[src/hw/rtl/calendar_queue_timer_defines.svh]
// Assertion macros for the calendar queue timer RTL.
`ifndef CALENDAR_QUEUE_TIMER_DEFINES_SVH
`define CALENDAR_QUEUE_TIMER_DEFINES_SVH
`ifndef SYNTHESIS
// A property that must hold at every clock edge outside reset.
`define CQT_ASSERT(lbl, clk, rstn, prop) \
  lbl: assert property (@(posedge clk) disable iff (!rstn) prop) \
    else $error("calendar queue timer assertion failed");
// A condition that must hold in the cycle after a trigger.
`define CQT_ASSERT_NEXT(lbl, clk, rstn, ante, cons) \
  lbl: assert property (@(posedge clk) disable iff (!rstn) ante |=> cons) \
    else $error("calendar queue timer sequence assertion failed");
`else
`define CQT_ASSERT(lbl, clk, rstn, prop)
`define CQT_ASSERT_NEXT(lbl, clk, rstn, ante, cons)
`endif
`endif

[src/hw/rtl/cqt_pkg.sv]
`default_nettype none
package cqt_pkg;

  // Default geometry.
  localparam int BUCKETS_DEF = 16;
  localparam int ENTRIES_DEF = 64;

  // Widths fixed by the largest supported geometry and by the item fields.
  localparam int ID_W      = 10;
  localparam int BKT_W     = 10;
  localparam int TW        = 32;
  localparam int DVD_W     = 33;
  localparam int CFG_IDX_W = 2;

  // Configuration register indexes.
  localparam logic [CFG_IDX_W-1:0] REG_BUCKET_SPAN = 2'd0;
  localparam logic [CFG_IDX_W-1:0] REG_START_TIME  = 2'd1;

  typedef enum logic [1:0] {
    OP_ADD    = 2'd0,
    OP_REMOVE = 2'd1,
    OP_POLL   = 2'd2
  } op_e;

  typedef enum logic [2:0] {
    ST_OK    = 3'd0,
    ST_NONE  = 3'd1,
    ST_FULL  = 3'd2,
    ST_EARLY = 3'd3,
    ST_FREE  = 3'd4
  } status_e;

  typedef enum logic [3:0] {
    S_IDLE,
    S_DECODE,
    S_DIV_A,
    S_DIV_P,
    S_SCAN,
    S_EVAL,
    S_MUL,
    S_APPLY,
    S_DONE
  } state_e;

  // Search wave passed from cell to cell along the chain.
  typedef struct packed {
    logic             vld;
    logic [BKT_W-1:0] bkt;
    logic             hit;
    logic [ID_W-1:0]  hd_id;
    logic [TW-1:0]    hd_time;
    logic [TW-1:0]    hd_order;
    logic [TW-1:0]    hd_tag;
    logic             fr_hit;
    logic [ID_W-1:0]  fr_id;
  } wave_t;

  // Slot update broadcast to all cells.
  typedef struct packed {
    logic             we;
    logic             clr;
    logic [ID_W-1:0]  id;
    logic [TW-1:0]    deadline;
    logic [TW-1:0]    tag;
    logic [BKT_W-1:0] bkt;
    logic [TW-1:0]    order;
  } cell_wr_t;

  // Wrap-aware a >= b on 32 bits.
  function automatic logic time_ge(input logic [TW-1:0] a, input logic [TW-1:0] b);
    logic [TW-1:0] d;
    d = a - b;
    return !d[TW-1];
  endfunction

endpackage
`default_nettype wire

[src/hw/rtl/cqt_div.sv]
`default_nettype none
// Restoring divider, one quotient bit per cycle.
module cqt_div (
  input  wire logic                      clk_i,
  input  wire logic                      rst_ni,
  input  wire logic                      start_i,
  input  wire logic [cqt_pkg::DVD_W-1:0] dividend_i,
  input  wire logic [cqt_pkg::TW-1:0]    divisor_i,
  output logic                           done_o,
  output logic [cqt_pkg::DVD_W-1:0]      quotient_o
);
  localparam int CNT_W = $clog2(cqt_pkg::DVD_W + 1);

  logic                      busy_q, busy_d, done_q, done_d;
  logic [CNT_W-1:0]          cnt_q, cnt_d;
  logic [cqt_pkg::DVD_W-1:0] rem_q, rem_d, quo_q, quo_d, trial;
  logic [cqt_pkg::TW-1:0]    dvs_q, dvs_d;

  // One shift and trial subtraction per cycle.
  always_comb begin
    busy_d = busy_q;
    done_d = 1'b0;
    cnt_d  = cnt_q;
    rem_d  = rem_q;
    quo_d  = quo_q;
    dvs_d  = dvs_q;
    trial  = {rem_q[cqt_pkg::DVD_W-2:0], quo_q[cqt_pkg::DVD_W-1]};
    if (start_i) begin
      busy_d = 1'b1;
      cnt_d  = CNT_W'(cqt_pkg::DVD_W);
      rem_d  = '0;
      quo_d  = dividend_i;
      dvs_d  = divisor_i;
    end else if (busy_q) begin
      if (trial >= {1'b0, dvs_q}) begin
        rem_d = trial - {1'b0, dvs_q};
        quo_d = {quo_q[cqt_pkg::DVD_W-2:0], 1'b1};
      end else begin
        rem_d = trial;
        quo_d = {quo_q[cqt_pkg::DVD_W-2:0], 1'b0};
      end
      cnt_d = cnt_q - 1'b1;
      if (cnt_q == CNT_W'(1)) begin
        busy_d = 1'b0;
        done_d = 1'b1;
      end
    end
  end

  // Control state.
  always_ff @(posedge clk_i or negedge rst_ni) begin
    if (!rst_ni) begin
      busy_q <= 1'b0;
      done_q <= 1'b0;
      cnt_q  <= '0;
    end else begin
      busy_q <= busy_d;
      done_q <= done_d;
      cnt_q  <= cnt_d;
    end
  end

  // Datapath.
  always_ff @(posedge clk_i) begin
    rem_q <= rem_d;
    quo_q <= quo_d;
    dvs_q <= dvs_d;
  end

  assign done_o     = done_q;
  assign quotient_o = quo_q;
endmodule
`default_nettype wire

[config.mk]
export PLATFORM = sky130hd
export DESIGN_NAME = cqt_div
export DESIGN_NICKNAME = d
export VERILOG_FILES = /design/src/hw/rtl/calendar_queue_timer_defines.svh /design/src/hw/rtl/cqt_pkg.sv /design/src/hw/rtl/cqt_div.sv
export SDC_FILE = /design/constraint.sdc
export NUM_CORES = 1
export LEC_CHECK = 0
export ABC_AREA = 1
export BUFFER_PORTS_ARGS = -buffer_cell sky130_fd_sc_hd__buf_2
export CORE_ASPECT_RATIO = 0.5
export CORE_MARGIN = 5
export CORE_UTILIZATION = 53
export DETAILED_ROUTE_END_ITERATION = 8
export PLACE_DENSITY = 0.78
export SLEW_MARGIN = 15
export SYNTH_ARGS = -nofsm -noshare
export SYNTH_HDL_FRONTEND = slang
export SYNTH_SLANG_ARGS = --single-unit
[constraint.sdc]
create_clock -name clk_i -period 2 [get_ports clk_i]
set_input_delay 0.4 -clock clk_i [delete_from_list [all_inputs] [get_ports clk_i]]
set_output_delay 0.4 -clock clk_i [all_outputs]
set_load 0.01 [all_outputs]
==> metrics.md, run 1 <==
| Metric | Value |
|---|---|
| Status | `finished, violations left` |
| Failing checks | `setup timing` |
| Final setup TNS | `-3.98 ns` |
| Power Density | `1460 mW/mm²` |
| GP Congestion | `0.957` |
| Die Ht | `90.8 µm` |
| Area Growth Syn to Fin | `44.9%` |
| Synthesized net count | `1,104` |
| Clock-pin slew on the worst setup and hold paths | `0.08 ns` |
| Worst relative slew slack | `0.706` |
| Diodes inserted | `0` |
| Setup-failing EPs final | `33` |
| Cell count after synthesis | `1,001` |
| Worst min path class | `in -> reg` |
| Layout Skew | `0.00779 ns` |
| Simple-gate share of the synthesized area | `0.354` |
| Final Slew Violations | `0` |
| Worst setup EP type | `register` |
| CP arrival | `2.41 ns` |
| Final setup margin | `-0.159 ns` |
| Synth Area in Compound Gates | `0.0396` |
| CP required | `2.25 ns` |
| ANT nets after route | `0` |
| Fmax | `463 MHz` |
| Max Cap Viol | `0` |
| Sw Pwr | `0.00645 W` |
| Register area share after synthesis | `0.404` |
| Vias per inst | `5.26` |
| # clock sinks | `105` |
| Post-Synth XOR/XNOR Area | `0.0177` |
| NumNets Final | `1,343` |
| CTS tree | `built` |
| Main combinational cell family by area after synthesis | `simple AND/OR/NAND/NOR gates` |
| Post-place setup slack | `-0.299 ns` |
| DRC Markers | `0` |
| Initial Util | `0.543` |
| Bufs and invs on worst path | `4` |
| Max Used Layer | `met4` |
| Internal power | `0.00817 W` |
| Post-DP HPWL | `15.5 mm` |
| Tot Pwr | `0.0146 W` |
| Root buffer cell | `clkbuf_16` |
| Adder-cell share of the synthesized area | `0.0644` |
| Post-synthesis mux area share | `0` |
| Logic pwr share | `0.655` |
| First-pass GRT wire length | `35.1 mm` |
| DRT iter0 DRCs | `726` |
| Final hold vios | `0` |
| Worst Hold Launch | `divisor_i[25]` |
| Crit path launch | `dvs_q[1]` |
| Yosys warns | `0` |
| Final wirelength | `23.4 mm` |
| #FFs+latches synth | `105` |
| FILL cells | `832` |
| Final worst path period share | `1.08` |
| CTS buffer count | `9` |
| CP max FO | `6` |
| # rows | `29` |
| Most frequent cells in the layout | `nand2_1, inv_1, buf_4, buf_2, nand2_2` |
| Fin crit period | `2.16 ns` |
| Top-Level Pins | `102` |
| CP top delay family | `simple AND/OR/NAND/NOR gates` |
| Reg power frac | `0.222` |
| Most common cell after layout, fill and taps aside | `nand2_1` |
| Multi-input gate area | `0.00422 mm²` |
| Worst R2R Start | `dvs_q[1]` |
| GRT Residual Overflow | `0` |
| Metal1 wirelength | `9.87 mm` |
| Metal2 WL | `10.6 mm` |
| Die Area | `0.0156 mm²` |
| Clock power frac | `0.123` |
| Total GRT Usage | `0.281` |
| RSZ-0062 raised after global routing | `true` |
| Clock tree buffer depth | `2` |
| Crit Path Class | `reg -> reg` |
| Vias in the first global route | `7,114` |
| Syn_area_per_cell | `6.91 µm²` |
| Mapped Area | `0.00692 mm²` |
| Synth unique cells | `37` |
| Largest net degree at the start of global routing | `47` |
| Initial antenna violation count | `0` |
| FF/Latch Area | `0.00279 mm²` |
| Clk_lat worst skew | `0.35 ns` |
| Slowest CP cell | `edfxtp_1` |
| Peak supply drop | `661 µV` |
| Router iterations before antenna repair | `5` |
| CORE AREA | `0.0127 mm²` |
| CP Launch Type | `register` |
| Die width | `172 µm` |
| Share of cells above drive strength 1 | `0.368` |
| Port buffer count | `101` |
| CTS H-tree depth | `3` |
| Vias | `7,442` |
| Met3 wire length | `2.39 mm` |
| Worst path cell trace | `inv_1 > ha_4 > buf_4 > nand3_1 > nor2_2 > nand2_2 > nor2_4 > nor2_4 > buf_12 > nand2_8 > clkbuf_16 > nand3_2 > nand2_1 > nand2_1` |
| Routed WL per cell | `16.6 µm` |
| Sw Share | `0.441` |
| Leak | `5.26 nW` |
| Crit-path max cell delay | `0.41 ns` |
| Worst Max-Slew Pin Slew | `0.440 ns` |
-- worst paths after layout --
path | slack [ns] | endpoint | cells after the start
setup / recovery | -0.16 | rem_q[30] | 14
hold / removal | 0.22 | dvs_q[25] | 1
setup reg to reg | -0.16 | rem_q[30] | 14
hold reg to reg | 0.49 | cnt_q[4] | 1
max in group asynchronous | 1.41 | cnt_q[3] | 2
min in group asynchronous | 0.41 | busy_q | 2
-- cell usage after synthesis, drive strengths merged --
library cell	n	area, µm²
a21oi	25	129
a31oi	1	6.26
and2	2	12.5
buf	12	86.3
clkbuf	11	41.3
dfrtp	8	200
dfxtp	32	641
edfxtp	65	1950
fa	1	20.0
ha	34	425
inv	189	709
nand2	416	1580
nand3	85	430
nand3b	14	105
nand4	8	50.1
nor2	51	219
nor3	6	35.0
nor4	1	6.26
o21a	2	15.0
o21ai	19	95.1
o21bai	3	22.5
o22ai	1	6.26
or3b	1	8.76
xnor2	13	114
xor2	1	8.76
-- power groups by stage --
stage / clock, W / sequential, W / combinational, W
after floorplan: 0 / 0.00312 / 0.00401
after global routing: 0.00191 / 0.00329 / 0.0103
final: 0.00180 / 0.00324 / 0.00958
after CTS: 0.00182 / 0.00321 / 0.00807
after global placement: 0 / 0.00311 / 0.00661
after detailed placement: 0 / 0.00312 / 0.00679
-- state kept, by name, indices dropped and copies added (netlist names) --
signal      flops
rem_q          32
quotient_o     33
dvs_q          32
cnt_q           6
busy_q          1
done_o          1
-- cell type report --
cell class / count / area share
clock buffer: 10 / 0.0228
clock inverter: 6 / 0.00611
inverter: 189 / 0.0708
multi-input combinational: 684 / 0.421
sequential: 105 / 0.279
tap: 170 / 0.0212
timing repair buffer: 251 / 0.180
-- metal layers --
| layer | up-vias | global-route usage |
|---|---|---|
| met1 | 3425 | 0.382 |
| met5 | - | 0 |
| met3 | 66 | 0.0822 |
| li1 | 3570 | - |
| met2 | 381 | 0.448 |
| met4 | 0 | 0.0567 |
-- metrics by stage --
step	cells	util	area [µm²]	hold slack [ns]
finish	1415	0.787	10000	0.215
global route	1415	0.787	10000	0.206
CTS	1404	0.747	9520	0.210
detailed placement	1364	0.663	8440	0.250
global placement	1364	0.663	8440	0.250
floorplan	1001	-	6920	0.104
-- cells by family (layout without fill, tap and decap cells) --
family | count (synthesis) | count (layout)
xor+xnor | 14 | 14
simple gates | 584 | 584
fa+ha+maj | 35 | 35
compound gates | 51 | 51
buf+inv | 212 | 456
flops | 105 | 105
-- what timing repair did --
action | 4_1_cts | 5_1_grt
setup endpoints to repair | 33 | 33
hold buffers | 1 | 0
pin swaps | 24 | 51
resized for setup | 106 | 107
cloned | 2 | 2
setup buffers | 21 | 10
hold endpoints to repair | 8 | 0
Power figures use the tool's default switching activity.
==> run 2, diff against run 1 <==
--- a/config.mk
+++ b/config.mk
@@ -10,6 +10,7 @@
 export CORE_ASPECT_RATIO = 0.5
 export CORE_MARGIN = 5
 export CORE_UTILIZATION = 53
+export CTS_BUF_LIST = sky130_fd_sc_hd__clkbuf_4 sky130_fd_sc_hd__clkbuf_8 sky130_fd_sc_hd__clkbuf_16
 export DETAILED_ROUTE_END_ITERATION = 8
 export PLACE_DENSITY = 0.78
 export SLEW_MARGIN = 15
==> metrics.md, run 2 (synthesized netlist as in run 1, its figures left out) <==
| Metric | Value |
|---|---|
| CTS tree | `built` |
| Die Area | `0.0156 mm²` |
| Total GRT Usage | `0.281` |
| Vias in the first global route | `7,142` |
| Most common cell after layout, fill and taps aside | `nand2_1` |
| Sw Pwr | `0.00635 W` |
| Final Cell Area | `0.00997 mm²` |
| Hold depth | `1` |
| Worst flop-to-flop path endpoint | `rem_q[14]` |
| CTS buffer count | `9` |
| Bufs and invs on worst path | `4` |
| Fmax | `468 MHz` |
| Worst r2r path cells | `15` |
| ANT nets after route | `0` |
| Area Growth Syn to Fin | `44.1%` |
| Crit-path max cell delay | `0.38 ns` |
| # rows | `29` |
| DRC Markers | `0` |
| Final hold vios | `0` |
| Hold slack | `0.216 ns` |
| Power Density | `1460 mW/mm²` |
| Final worst path period share | `1.07` |
| Initial Util | `0.543` |
| CP required | `2.25 ns` |
| GRT Residual Overflow | `0` |
| Router iterations before antenna repair | `5` |
| Post-DP HPWL | `15.5 mm` |
| Slowest CP cell | `edfxtp_1` |
| Setup-failing EPs final | `33` |
| Sw Share | `0.438` |
| NumNets Final | `1,342` |
| Clk_lat worst skew | `0.35 ns` |
| Vias per inst | `5.27` |
| Reg-to-reg slack, setup | `-0.14 ns` |
| Clock power frac | `0.125` |
| CP arrival | `2.38 ns` |
| Leak | `5.24 nW` |
| # clock sinks | `105` |
| Initial antenna violation count | `0` |
| Max Cap Viol | `0` |
| Top-Level Pins | `102` |
| Layout Utilization | `0.783` |
| Crit Path Class | `reg -> reg` |
| Largest net degree at the start of global routing | `47` |
| Worst R2R Start | `dvs_q[3]` |
| Die width | `172 µm` |
| Most frequent cells in the layout | `nand2_1, inv_1, buf_4, buf_2, nand3_1` |
| Crit path top cell by count | `nand2_1` |
| Worst min path class | `in -> reg` |
| GP Congestion | `0.957` |
| Root buffer cell | `clkbuf_16` |
| Number of flip-flops under the largest register name | `33` |
| CP max FO | `4` |
| Port buffer count | `101` |
| Final setup margin | `-0.136 ns` |
| Logic pwr share | `0.652` |
| Vias | `7,454` |
| Placed cell area | `0.00844 mm²` |
| Worst path cell trace | `inv_2 > ha_4 > buf_6 > buf_4 > nand2_1 > nand2_1 > nand2_1 > nand3_4 > nand2_1 > nand2_2 > buf_4 > xnor2_2 > nand2_2 > nand3_1 > nand2_1` |
| RSZ-0062 raised after global routing | `true` |
| Worst Max-Slew Pin Slew | `0.445 ns` |
| Status | `finished, violations left` |
| Peak supply drop | `666 µV` |
| Die Ht | `90.8 µm` |
| Reg power frac | `0.223` |
| Layout Skew | `0.00913 ns` |
| Clock tree buffer depth | `2` |
| Failing checks | `setup timing` |
| Worst setup EP type | `register` |
| CP Launch Type | `register` |
| Routed WL per cell | `16.5 µm` |
| Hold endpoint | `dvs_q[29]` |
| Final wirelength | `23.3 mm` |
| DRT iter0 DRCs | `758` |
| CORE AREA | `0.0127 mm²` |
| First-pass GRT wire length | `35.1 mm` |
| Internal power | `0.00816 W` |
| Fin crit period | `2.14 ns` |
| CP top delay family | `simple AND/OR/NAND/NOR gates` |
| CTS H-tree depth | `3` |
| Share of cells above drive strength 1 | `0.358` |
| Clock-pin slew on the worst setup and hold paths | `0.08 ns` |
| Final Slew Violations | `0` |
| Worst Hold Launch | `divisor_i[29]` |
| Worst relative slew slack | `0.703` |
| Diodes inserted | `0` |
-- run 2: how the worst max path moves through the flow --
stage | slack (ns) | end | cells after the start | startpoint
global route | -0.25 | rem_q[30] | 14 | dvs_q[12]
floorplan | 0.05 | rem_q[24] | 15 | quotient_o[32]
global placement | -0.26 | rem_q[24] | 15 | quotient_o[32]
detailed placement | -0.30 | rem_q[24] | 15 | quotient_o[32]
CTS | -0.05 | rem_q[28] | 15 | dvs_q[3]
finish | -0.14 | rem_q[14] | 15 | dvs_q[3]
-- run 2: what timing repair did --
item                                   4_1_cts  5_1_grt
pin swaps                                   24       46
hold buffers                                 1        0
setup buffers                               21        9
setup endpoints to repair                   33       33
endpoints found under the hold margin        8        0
cloned                                       2        2
resized for setup                          106       92
-- run 2: power groups by stage --
stage	Clock (W)	Combinational (W)	Sequential (W)
floorplan	0	0.00401	0.00312
detailed placement	0	0.00679	0.00312
CTS	0.00184	0.00807	0.00321
global placement	0	0.00661	0.00311
finish	0.00181	0.00946	0.00324
global route	0.00192	0.0101	0.00329
-- run 2: per-stage QoR --
step           TNS (ns)  worst slack, ns  std cells  power [W]
6_report          -3.10           -0.136       1414     0.0145
3_3_place_gp      -3.33           -0.264       1364    0.00972
2_1_floorplan         0           0.0497       1001    0.00713
5_1_grt           -6.65           -0.251       1414     0.0153
3_5_place_dp      -4.38           -0.299       1364    0.00991
4_1_cts          -0.523          -0.0542       1404     0.0131
-- run 2: worst reg2reg max path: cells and delay by family, from the launching register on --
| kind | cells | cell delay [ns] |
|---|---|---|
| xor+xnor | 1 | 0.14 |
| fa+ha+maj | 1 | 0.20 |
| flops | 1 | 0.38 |
| simple gates | 9 | 0.82 |
| buf+inv | 4 | 0.50 |
-- run 2: area by class of cell --
class                      count  area [µm²]
clock buffer                  10         233
clock inverter                 6        61.3
fill                         847        2760
inverter                     189         709
multi-input combinational    684        4160
sequential                   105        2790
tap                          170         213
timing repair buffer         250        1800
-- run 2: metal layers --
layer  GRT usage  up-vias  wire length (µm)
li1            -     3577                 -
met1       0.381     3427              9730
met2       0.444      406             10600
met3      0.0826       44              2620
met4      0.0633        0               350
met5           0        -                 0
