[src/hw/rtl/calendar_queue_timer_defines.svh]
// Assertion macros for the calendar queue timer RTL.
`ifndef CALENDAR_QUEUE_TIMER_DEFINES_SVH
`define CALENDAR_QUEUE_TIMER_DEFINES_SVH
`ifndef SYNTHESIS
// A property that must hold at every clock edge outside reset.
`define CQT_ASSERT(lbl, clk, rstn, prop) \
  lbl: assert property (@(posedge clk) disable iff (!rstn) prop) \
    else $error("calendar queue timer assertion failed");
// A condition that must hold in the cycle after a trigger.
`define CQT_ASSERT_NEXT(lbl, clk, rstn, ante, cons) \
  lbl: assert property (@(posedge clk) disable iff (!rstn) ante |=> cons) \
    else $error("calendar queue timer sequence assertion failed");
`else
`define CQT_ASSERT(lbl, clk, rstn, prop)
`define CQT_ASSERT_NEXT(lbl, clk, rstn, ante, cons)
`endif
`endif

[src/hw/rtl/cqt_pkg.sv]
`default_nettype none
package cqt_pkg;

  // Default geometry.
  localparam int BUCKETS_DEF = 16;
  localparam int ENTRIES_DEF = 64;

  // Widths fixed by the largest supported geometry and by the item fields.
  localparam int ID_W      = 10;
  localparam int BKT_W     = 10;
  localparam int TW        = 32;
  localparam int DVD_W     = 33;
  localparam int CFG_IDX_W = 2;

  // Configuration register indexes.
  localparam logic [CFG_IDX_W-1:0] REG_BUCKET_SPAN = 2'd0;
  localparam logic [CFG_IDX_W-1:0] REG_START_TIME  = 2'd1;

  typedef enum logic [1:0] {
    OP_ADD    = 2'd0,
    OP_REMOVE = 2'd1,
    OP_POLL   = 2'd2
  } op_e;

  typedef enum logic [2:0] {
    ST_OK    = 3'd0,
    ST_NONE  = 3'd1,
    ST_FULL  = 3'd2,
    ST_EARLY = 3'd3,
    ST_FREE  = 3'd4
  } status_e;

  typedef enum logic [3:0] {
    S_IDLE,
    S_DECODE,
    S_DIV_A,
    S_DIV_P,
    S_SCAN,
    S_EVAL,
    S_MUL,
    S_APPLY,
    S_DONE
  } state_e;

  // Search wave passed from cell to cell along the chain.
  typedef struct packed {
    logic             vld;
    logic [BKT_W-1:0] bkt;
    logic             hit;
    logic [ID_W-1:0]  hd_id;
    logic [TW-1:0]    hd_time;
    logic [TW-1:0]    hd_order;
    logic [TW-1:0]    hd_tag;
    logic             fr_hit;
    logic [ID_W-1:0]  fr_id;
  } wave_t;

  // Slot update broadcast to all cells.
  typedef struct packed {
    logic             we;
    logic             clr;
    logic [ID_W-1:0]  id;
    logic [TW-1:0]    deadline;
    logic [TW-1:0]    tag;
    logic [BKT_W-1:0] bkt;
    logic [TW-1:0]    order;
  } cell_wr_t;

  // Wrap-aware a >= b on 32 bits.
  function automatic logic time_ge(input logic [TW-1:0] a, input logic [TW-1:0] b);
    logic [TW-1:0] d;
    d = a - b;
    return !d[TW-1];
  endfunction

endpackage
`default_nettype wire

[src/hw/rtl/cqt_cell.sv]
`default_nettype none
// One pool slot. It folds itself into the passing search wave and hands
// the registered wave on to the next cell.
module cqt_cell #(
  parameter int BUCKETS = cqt_pkg::BUCKETS_DEF,
  parameter int IDX     = 0
) (
  input  wire logic             clk_i,
  input  wire logic             rst_ni,
  input  wire cqt_pkg::wave_t   wave_i,
  output cqt_pkg::wave_t        wave_o,
  input  wire cqt_pkg::cell_wr_t wr_i,
  output logic                  valid_o
);
  localparam int BW = $clog2(BUCKETS);

  logic                   v_q;
  logic [cqt_pkg::TW-1:0] dl_q, tg_q, or_q;
  logic [BW-1:0]          bk_q;
  logic                   vld_q;
  cqt_pkg::wave_t         pay_q, pay_d;
  logic                   mine, better, sel;

  // Compare this slot against the best head seen so far.
  always_comb begin
    mine = v_q && (wave_i.bkt == cqt_pkg::BKT_W'(bk_q));
    if (!wave_i.hit) begin
      better = 1'b1;
    end else if (dl_q != wave_i.hd_time) begin
      better = !cqt_pkg::time_ge(dl_q, wave_i.hd_time);
    end else begin
      better = !cqt_pkg::time_ge(or_q, wave_i.hd_order);
    end
    sel   = wr_i.id == cqt_pkg::ID_W'(IDX);
    pay_d = wave_i;
    if (mine && better) begin
      pay_d.hit      = 1'b1;
      pay_d.hd_id    = cqt_pkg::ID_W'(IDX);
      pay_d.hd_time  = dl_q;
      pay_d.hd_order = or_q;
      pay_d.hd_tag   = tg_q;
    end
    if (!wave_i.fr_hit && !v_q) begin
      pay_d.fr_hit = 1'b1;
      pay_d.fr_id  = cqt_pkg::ID_W'(IDX);
    end
  end

  // Occupancy and wave valid.
  always_ff @(posedge clk_i or negedge rst_ni) begin
    if (!rst_ni) begin
      v_q   <= 1'b0;
      vld_q <= 1'b0;
    end else begin
      vld_q <= wave_i.vld;
      if (wr_i.we && sel) begin
        v_q <= 1'b1;
      end else if (wr_i.clr && sel) begin
        v_q <= 1'b0;
      end
    end
  end

  // Slot contents and wave payload.
  always_ff @(posedge clk_i) begin
    pay_q <= pay_d;
    if (wr_i.we && sel) begin
      dl_q <= wr_i.deadline;
      tg_q <= wr_i.tag;
      bk_q <= wr_i.bkt[BW-1:0];
      or_q <= wr_i.order;
    end
  end

  always_comb begin
    wave_o     = pay_q;
    wave_o.vld = vld_q;
  end

  assign valid_o = v_q;
endmodule
`default_nettype wire

[config.mk]
export PLATFORM = sky130hd
export DESIGN_NAME = cqt_cell
export DESIGN_NICKNAME = d
export VERILOG_FILES = /design/src/hw/rtl/calendar_queue_timer_defines.svh /design/src/hw/rtl/cqt_pkg.sv /design/src/hw/rtl/cqt_cell.sv
export SDC_FILE = /design/constraint.sdc
export NUM_CORES = 1
export LEC_CHECK = 0
export ABC_CLOCK_PERIOD_IN_PS = 5100
export BUFFER_PORTS_ARGS = -buffer_cell sky130_fd_sc_hd__buf_4
export CORE_MARGIN = 4
export CORE_UTILIZATION = 39
export CTS_CLUSTER_DIAMETER = 200
export DETAILED_ROUTE_END_ITERATION = 8
export GPL_ROUTABILITY_DRIVEN = 0
export PLACE_DENSITY = 0.79
export SLEW_MARGIN = 40
export SYNTH_ARGS = -nofsm -noshare
export SYNTH_HDL_FRONTEND = slang
export SYNTH_SLANG_ARGS = --single-unit
[constraint.sdc]
create_clock -name clk_i -period 5.1 [get_ports clk_i]
set_input_delay 1.53 -clock clk_i [delete_from_list [all_inputs] [get_ports clk_i]]
set_output_delay 1.53 -clock clk_i [all_outputs]
set_load 0.05 [all_outputs]
==> results of run 1 <==
per-layer routing:
layer | up-vias | wire length [um] | track usage, %
met5 | - | 0 | 0
met4 | 0 | 508 | 4.504
met3 | 29 | 2604 | 6.858
met2 | 266 | 12090 | 33.77
met1 | 2779 | 8483 | 20.06
li1 | 2911 | - | -
worst min-delay path by stage:
stage / startpoint / endpoint / slack (ps) / depth (start not counted)
floorplan: tg_q[0] / wave_o[11] / 450 / 1
global placement: tg_q[20] / wave_o[31] / 450 / 1
detailed placement: tg_q[15] / wave_o[26] / 460 / 1
CTS: tg_q[8] / wave_o[19] / 470 / 1
global route: tg_q[26] / wave_o[37] / 480 / 1
finish: tg_q[0] / wave_o[11] / 470 / 1
state kept, by name, indices dropped and copies added (netlist names):
signal	flops
bk_q	4
dl_q	32
or_q	32
tg_q	32
valid_o	1
vld_q	1
wave_o	128
kinds of logic (layout without fill, tap and decap cells):
group,count (synthesis),count (layout),synth area share [%]
multiplexers,96,96,12.60
flip-flops,230,230,65.44
buffers and inverters,74,482,3.689
AND/OR/NAND/NOR,82,82,5.118
AO/OA/AOI/OAI,47,47,3.441
adder cells (fa/ha/maj),61,61,8.895
XOR/XNOR,8,8,0.8166
metrics by stage:
step | setup WS [ps] | util [%]
global route | 702.3 | 57.97
finish | 997.5 | 57.97
floorplan | 1037 | -
global placement | 346.2 | 53.88
detailed placement | 310.5 | 53.88
CTS | 835.6 | 57.96
cell type report:
class	instances	area, um^2	area share [%]
Multi-Input combinational cell	294	2665	21.13
Clock buffer	33	748.2	5.933
Tap cell	280	350.3	2.778
Sequential cell	230	5615	44.52
Inverter	62	232.7	1.845
Timing Repair Buffer	376	2860	22.68
Clock inverter	11	140.1	1.111
cell usage in the layout (no fill, tap or decap), types with 5 or more instances in the layout:
cell / Yosys / routed
mux2_2: 66 / 66
nor2b_1: 20 / 20
dfxtp_1: 128 / 128
nor2_1: 9 / 8
o21ai_0: 5 / 5
buf_4: 2 / 373
nand3_1: 10 / 10
mux2_1: 30 / 30
xor2_1: 5 / 5
inv_1: 62 / 62
clkbuf_8: 0 / 5
a21oi_1: 23 / 23
ha_1: 61 / 61
clkbuf_16: 0 / 27
nand2_1: 17 / 17
edfxtp_1: 100 / 100
nand4_1: 10 / 10
worst reg2reg max path, stage by stage (launching register included):
cell and delay [ps]:
edfxtp_1 440, ha_1 330, nand4_1 130, a211oi_1 240
nor3_1 110, o311ai_0 620, xnor2_1 220, a221oi_4 380
buf_12 330, mux2_2 480
power by group:
part / leakage [nW] / total, mW / switching [mW] / internal (mW)
clock: 0.438 / 1.89 / 0.714 / 1.18
combinational: 3.25 / 0.545 / 0.305 / 0.240
sequential: 2.00 / 1.99 / 0.0173 / 1.97
==> flow_metrics.py, run 1 <==
metrics = {
    "synthesis": {
        "syn_area_um2": 8581,
        "synth.area.top_cells": "edfxtp_1, dfxtp_1, ha_1",
        "synthTopCellsByCount": "dfxtp_1, edfxtp_1, mux2_2",
        "synthCells": 598,
        "yosysWarnings": 0,
        "synthesis.nets": 908,
        "synth_edf_count": 100,
        "synthFlopType": "dfxtp_1",
        "synth_area_leader_cell": "edfxtp_1",
        "synth.avg_cell_area_um2": 14.35,
        "yosysMostFrequentCell": "dfxtp_1",
        "ys_types": 37,
        "ys_async_sr_fraction_pct": 0.8696,
        "synth_seq_cells": 230,
        "ys_seq_area_share_pct": 65.44,
        "synth_top_area_share_pct": 35.00,
    },
    "global_routing": {
        "globalRoute.totalOverflow": 0,
        "grt_usage_pct": 18.39,
        "antenna_found_initial": 0,
        "grt_max_degree": 62,
        "grt_pass1_wl_mm": 35.00,
        "grt_pass1_vias": 6498,
    },
    "detailed_routing": {
        "viasPerCell": 4.654,
        "wire_per_inst_um": 18.42,
        "vias": 5985,
        "route.detailed.drc": 0,
        "antenna_left": 0,
        "wl_mm": 23.68,
        "dr.pass1.iters": 4,
        "drtIter0Drc": 217,
    },
    "worst_setup_path": {
        "r2r_cells": 9,
        "crit_chain": "buf_4 > inv_1 > ha_1 > nand4_1 > a211oi_1 > nor3_1 > o311ai_0 > xnor2_1 > a221oi_4 > buf_12 > mux2_2",
        "startpoint_type": "input pin",
        "r2r_start": "or_q[8]",
        "path_depth": 11,
        "critPathCapture": "wave_o[23]",
        "criticalPathCategory": "input pin to flop",
        "arrival_ps": 4500,
        "slowest_delay_ps": 620,
        "crit_path_start": "wave_i[53]",
        "crit_family": "compound AO/OA/AOI/OAI gates",
        "r2r_setup_slack_ps": 1720,
        "crit_fanout": 61,
        "r2r_end": "wave_o[23]",
        "slowest_stage": "o311ai_0",
        "required_ps": 5500,
        "cp-end-kind": "flop",
        "critPathBufInv": 3,
    },
    "sta": {
        "timing.fmax_mhz": 243.8,
        "grt_setup_unrepaired": "false",
        "relSlewSlack_pct": 55.71,
        "skew_ps": 14.23,
        "slew_viol_final": 0,
        "period_minus_slack_ps": 4102,
        "fin_crit_sh_pct": 80.44,
        "setup-tns-final_ps": 0,
        "setup_viol": 0,
        "whs_ps": 465.3,
        "tightest_slew_ps": 656.0,
        "hold_violations": 0,
    },
    "clocking": {
        "cts_hold_buffers": 0,
        "cts-resized-gates": 0,
        "cts_buffers": 24,
        "cts.reportedPaths.clkPinSlew_ps": 60,
        "post_cts_buffers": 0,
        "clockBufferDepth": 3,
        "clockRootBuffer": "clkbuf_16",
        "cts_tree": "yes",
        "clock_latency_ps": 510,
        "cts.sink_count": 230,
        "cts_max_level": 1,
    },
    "status": {
        "status": "finished clean",
    },
    "floorplanning": {
        "rows": 54,
        "core_area_um2": 21760,
        "die_area_um2": 24440,
        "die_h_um": 156.3,
        "floorplan.initialDensity_pct": 39.44,
        "io_pins": 379,
        "die_x_um": 156.3,
    },
    "place": {
        "postPlaceCellArea_um2": 11720,
        "dp_hpwl_mm": 18.22,
        "portBuffers": 372,
        "placedCellCount": 1242,
    },
    "layout": {
        "fillers": 1750,
        "layoutNonFillerInstCount": 1286,
        "antenna_cells": 0,
        "final_area_um2": 12610,
        "nets": 1298,
        "drive_above_1_share_pct": 48.41,
        "area_delta_synth_final_pct": 46.98,
    },
    "hold_path": {
        "min_path_type": "flop to flop",
    },
    "power": {
        "power.density_nw_per_um2": 351.3,
        "finalPower_mw": 4.430,
        "ir_worst_vdd_v": 0.0002870,
        "p_leak_nw": 5.692,
    },
    "run": {
        "maxCapViolations": 0,
    },
}
(Power assumes the default switching activity.)
==> run 2, diff against run 1 <==
ABC_CLOCK_PERIOD_IN_PS = 3700   (was 5100)
PLACE_DENSITY = 0.82   (was 0.79)
clock period = 3.7 ns   (was 5.1 ns; I/O delays follow)
==> run 2 against run 1 <==
Compared with the run above: register-to-register slack lost 1200 ps; clock skew shrank 7.4 ps; critical path depth is 2 higher; count of clock-buffer cells in the layout rose by 4; final cell count is 1.4% higher; critical path type unchanged; worst hold slack got worse by 85 ps; sequential share of layout area fell by 0.34 points; clock power increased by 28%; highest routed layer unchanged; via count grew 2.2%; routed wire length fell by 0.86%; sequential power increased by 38%; die area unchanged.
==> flow_metrics.py, run 2 (synthesized netlist as in run 1, its figures left out) <==
metrics = {
    "status": {
        "status": "finished clean",
    },
    "floorplanning": {
        "die_h_um": 156.3,
        "floorplan.initialDensity_pct": 39.44,
        "die_x_um": 156.3,
        "core_area_um2": 21760,
        "die_area_um2": 24440,
        "io_pins": 379,
        "rows": 54,
    },
    "global_routing": {
        "antenna_found_initial": 0,
        "grt_max_degree": 51,
        "grt_usage_pct": 18.12,
        "grt_pass1_wl_mm": 34.67,
        "grt_pass1_vias": 6440,
        "globalRoute.totalOverflow": 0,
    },
    "sta": {
        "setup_viol": 0,
        "tightest_slew_ps": 707.9,
        "fin_crit_sh_pct": 94.12,
        "relSlewSlack_pct": 52.63,
        "hold_violations": 0,
        "slew_viol_final": 0,
        "period_minus_slack_ps": 3482,
        "whs_ps": 380.5,
        "skew_ps": 6.795,
        "grt_setup_unrepaired": "false",
        "timing.fmax_mhz": 287.2,
    },
    "clocking": {
        "cts_buffers": 25,
        "cts.sink_count": 230,
        "clockRootBuffer": "clkbuf_16",
        "clockBufferDepth": 3,
        "cts.reportedPaths.clkPinSlew_ps": 60,
        "clock_latency_ps": 500,
        "cts_max_level": 1,
        "cts_hold_buffers": 0,
        "cts_tree": "yes",
    },
    "power": {
        "pwr-share-clk_pct": 40.7,
        "power.density_nw_per_um2": 465.2,
        "internal-power_mw": 4.508,
        "ir_worst_vdd_v": 0.0003841,
        "combPwrFrac_pct": 12.8,
        "seq_power_share_pct": 46.5,
        "sw_frac_of_total_pct": 23.75,
        "p_leak_nw": 5.748,
        "finalPower_mw": 5.912,
        "p_switching_mw": 1.404,
    },
    "worst_setup_path": {
        "r2r_start": "dl_q[24]",
        "crit_path_start": "wave_i[99]",
        "required_ps": 4080,
        "crit_fanout": 24,
        "startpoint_type": "input pin",
        "cp-end-kind": "flop",
        "criticalPathCategory": "input pin to flop",
        "arrival_ps": 3860,
    },
    "hold_path": {
        "min_path_type": "input pin to asynchronous set/reset pin",
    },
    "detailed_routing": {
        "wl_mm": 23.48,
        "drtIter0Drc": 198,
        "wire_per_inst_um": 18.00,
        "vias": 6117,
        "antenna_left": 0,
        "viasPerCell": 4.691,
        "route.detailed.drc": 0,
        "dr.pass1.iters": 4,
    },
    "layout": {
        "final_cell_mix": "buf_4, dfxtp_1, edfxtp_1",
        "layoutNonFillerInstCount": 1304,
        "area_delta_synth_final_pct": 48.10,
        "antenna_cells": 0,
        "largest_reg_flops": 128,
        "final_area_um2": 12710,
        "drive_above_1_share_pct": 48.73,
        "final_util_pct": 58.41,
        "layout_commonest_cell": "buf_4",
        "nets": 1316,
        "fillers": 1731,
    },
    "run": {
        "maxCapViolations": 0,
    },
    "place": {
        "dp_hpwl_mm": 18.51,
        "postPlaceCellArea_um2": 11900,
        "portBuffers": 372,
        "placedCellCount": 1259,
    },
}
==> run 2: cell count changes in the layout (fill, tap and decap cells not counted), moves of 2 or more <==
cell       delta
buf_4        +13
clkbuf_16     -2
clkbuf_8      +2
buf_12        +4
bufinv_16     -2
clkbuf_1      +4
==> run 2: what timing repair did <==
item	4_1_cts	5_1_grt
resized for setup	0	1
endpoints found under the setup margin	0	18
setup buffers	0	0
==> run 2: path summary, 6_finish.rpt <==
path	end	slack (ps)	cells past startpoint
max	wave_o[104]	220	13
min	vld_q	380	1
max reg2reg	wave_o[104]	530	11
min reg2reg	wave_o[27]	470	1
max in group asynchronous	valid_o	3230	1
min in group clk_i	wave_o[27]	470	1
==> run 2: layer usage <==
metal  global-route usage [%]  part of all wire (%)
met3                    6.416                    10
met4                    4.504                   2.3
met2                    33.57                    52
met1                    19.70                    35
met5                        0                     0
==> run 2: stage by stage <==
step                      setup WS, ps  setup TNS [ps]
after floorplan                  56.78               0
after global placement          -309.7          -26820
after detailed placement        -329.8          -26890
after CTS                        193.5               0
after global routing             54.35               0
final                            217.6               0
==> run 2: area by class of cell <==
cell class	instances	area [um^2]	area share [%]
clock inverter	8	68.82	0.5415
tap	280	350.3	2.757
inverter	62	232.7	1.831
multi-input combinational	294	2663	20.95
timing repair buffer	393	3038	23.90
sequential	230	5615	44.19
clock buffer	37	740.7	5.829
==> run 2: worst max-delay path, stage by stage <==
cell and delay [ps]:
buf_4 80, inv_1 30, ha_1 300, a21o_1 170
a221o_1 330, a221oi_1 330, o21ai_1 160, a21oi_1 170
xnor2_1 120, a221oi_4 290, buf_4 200, buf_12 190
mux2_1 350
==> run 2: power by group through the flow <==
| stage | sequential (mW) | clock, mW | combinational, mW |
|---|---|---|---|
| CTS | 2.75 | 2.48 | 0.766 |
| finish | 2.75 | 2.41 | 0.758 |
| global route | 2.75 | 2.59 | 0.807 |
| floorplan | 3.06 | 0 | 0.123 |
| global placement | 2.80 | 0 | 0.746 |
| detailed placement | 2.80 | 0 | 0.762 |
==> run 3, diff against run 2 <==
ABC_CLOCK_PERIOD_IN_PS = 3600   (was 3700)
PLACE_DENSITY = 0.79   (was 0.82)
clock period = 3.6 ns   (was 3.7 ns; I/O delays follow)
==> run 3 against run 2 <==
Compared with the run above: die area is the same; clock power hardly changed; highest routed layer unchanged; count of clock-buffer cells in the layout grew 3; non-clock buffer count is 11 higher; worst hold slack got worse by 37 ps; total power rose by 1.5%; clock skew grew 11 ps; register-to-register slack worse by 60 ps; final area is 0.20% higher.
==> flow_metrics.py, run 3 (synthesized netlist as in run 1, its figures left out) <==
metrics = {
    "status": {
        "status": "finished clean",
    },
    "global_routing": {
        "grt_pass1_vias": 6573,
        "grt_usage_pct": 18.14,
        "globalRoute.totalOverflow": 0,
        "grt_pass1_wl_mm": 35.03,
        "antenna_found_initial": 0,
        "grt_max_degree": 62,
    },
    "sta": {
        "period_minus_slack_ps": 3397,
        "setup_viol": 0,
        "tightest_slew_ps": 628.0,
        "hold_violations": 0,
        "relSlewSlack_pct": 57.98,
        "setup-tns-final_ps": 0,
        "skew_ps": 18.07,
        "layout_setup_ws_ps": 203.1,
        "timing.fmax_mhz": 294.4,
        "grt_setup_unrepaired": "false",
        "slew_viol_final": 0,
        "fin_crit_sh_pct": 94.36,
    },
    "worst_setup_path": {
        "r2r_start": "dl_q[26]",
        "cp-end-kind": "flop",
        "required_ps": 3990,
        "startpoint_type": "input pin",
        "arrival_ps": 3790,
        "criticalPathCategory": "input pin to flop",
        "r2r_setup_slack_ps": 470,
        "crit_fanout": 11,
        "r2r_end": "wave_o[93]",
        "r2r_cells": 11,
    },
    "layout": {
        "layoutNonFillerInstCount": 1316,
        "nets": 1327,
        "largest_reg_flops": 128,
        "antenna_cells": 0,
        "fillers": 1751,
        "final_cell_mix": "buf_4, dfxtp_1, edfxtp_1",
        "layout_commonest_cell": "buf_4",
        "area_delta_synth_final_pct": 48.40,
        "drive_above_1_share_pct": 48.75,
    },
    "place": {
        "pre_cts_ws_ps": -348.9,
        "dp_hpwl_mm": 18.23,
        "portBuffers": 372,
        "placedCellCount": 1270,
    },
    "clocking": {
        "cts_hold_buffers": 0,
        "cts.sink_count": 230,
        "cts.reportedPaths.clkPinSlew_ps": 60,
        "post_cts_buffers": 0,
        "cts-resized-gates": 0,
        "cts_tree": "yes",
        "clock_latency_ps": 520,
        "clockRootBuffer": "clkbuf_16",
        "cts_max_level": 1,
        "cts_buffers": 25,
        "clockBufferDepth": 3,
    },
    "power": {
        "ir_worst_vdd_v": 0.0003808,
        "combPwrFrac_pct": 13.0,
        "p_leak_nw": 5.777,
        "power.density_nw_per_um2": 471.4,
        "seq_power_share_pct": 47.0,
        "internal-power_mw": 4.554,
        "pwr-share-clk_pct": 40.0,
        "p_switching_mw": 1.448,
        "sw_frac_of_total_pct": 24.13,
        "finalPower_mw": 6.003,
    },
    "detailed_routing": {
        "highest_layer": "met4",
        "wl_met2_mm": 12.03,
        "vias": 6075,
        "route.detailed.drc": 0,
        "dr.pass1.iters": 4,
        "wire_per_inst_um": 17.70,
        "viasPerCell": 4.616,
        "dr_wl_met3_mm": 2.417,
        "antenna_left": 0,
        "wl_met1_mm": 8.120,
        "drtIter0Drc": 137,
        "wl_mm": 23.29,
    },
    "run": {
        "maxCapViolations": 0,
    },
    "floorplanning": {
        "die_h_um": 156.3,
        "io_pins": 379,
        "core_area_um2": 21760,
        "rows": 54,
        "floorplan.initialDensity_pct": 39.44,
        "die_x_um": 156.3,
        "die_area_um2": 24440,
    },
    "hold_path": {
        "min_path_type": "input pin to asynchronous set/reset pin",
    },
}
## run 3: changes by cell type in the layout (fill, tap and decap cells not counted)
cell / before / now
buf_4: 386 / 398
o21ai_1: 2 / 1
inv_6: 0 / 2
clkinv_1: 2 / 0
o21ai_0: 4 / 5
clkinvlp_4: 1 / 0
clkinv_4: 1 / 0
clkbuf_1: 5 / 13
clkbuf_8: 7 / 2
buf_12: 7 / 6
## run 3: final cells by class
type	count	area [um^2]	share of cell area [%]
Clock buffer	40	701.9	5.512
Timing Repair Buffer	404	3108	24.41
Clock inverter	6	62.56	0.4913
Tap cell	280	350.3	2.751
Inverter	62	232.7	1.828
Multi-Input combinational cell	294	2663	20.91
Sequential cell	230	5615	44.10
## run 3: how the worst max path moves through the flow
stage                            from     endpoint  depth (start not counted)
final                     wave_i[101]   wave_o[93]                         13
after global placement    wave_i[101]  wave_o[103]                         13
after floorplan           wave_i[101]  wave_o[100]                         12
after CTS                 wave_i[101]   wave_o[93]                         13
after global routing      wave_i[101]   wave_o[93]                         13
after detailed placement  wave_i[101]   wave_o[93]                         13
## run 3: worst max-delay path, stage by stage
cell and delay, ps:
buf_4 90, inv_1 40, ha_1 300, and2_1 180
a221o_1 290, a221oi_1 330, o21ai_1 120, a21oi_1 160
xnor2_1 130, a221oi_4 320, buf_4 200, buf_4 210
mux2_1 350
## run 3: power by group through the flow
stage / Combinational (mW) / Clock [mW] / Sequential, mW
2_1_floorplan: 0.126 / 0 / 3.14
3_3_place_gp: 0.769 / 0 / 2.88
3_5_place_dp: 0.783 / 0 / 2.88
4_1_cts: 0.788 / 2.48 / 2.82
5_1_grt: 0.827 / 2.59 / 2.83
6_report: 0.779 / 2.40 / 2.82
## run 3: per-layer routing
| layer | GRT usage, % | vias up |
|---|---|---|
| li1 | - | 2964 |
| met1 | 19.10 | 2798 |
| met2 | 33.44 | 270 |
| met3 | 6.748 | 43 |
| met4 | 5.785 | 0 |
| met5 | 0 | - |
## run 3: metrics by stage
step / hold slack, ps / util, % / cell area (um^2)
CTS: 310.4 / 58.53 / 12730
finish: 343.4 / 58.53 / 12730
detailed placement: 458.0 / 55.02 / 11970
floorplan: 447.7 / - / 8583
global route: 314.6 / 58.53 / 12730
global placement: 449.3 / 55.02 / 11970
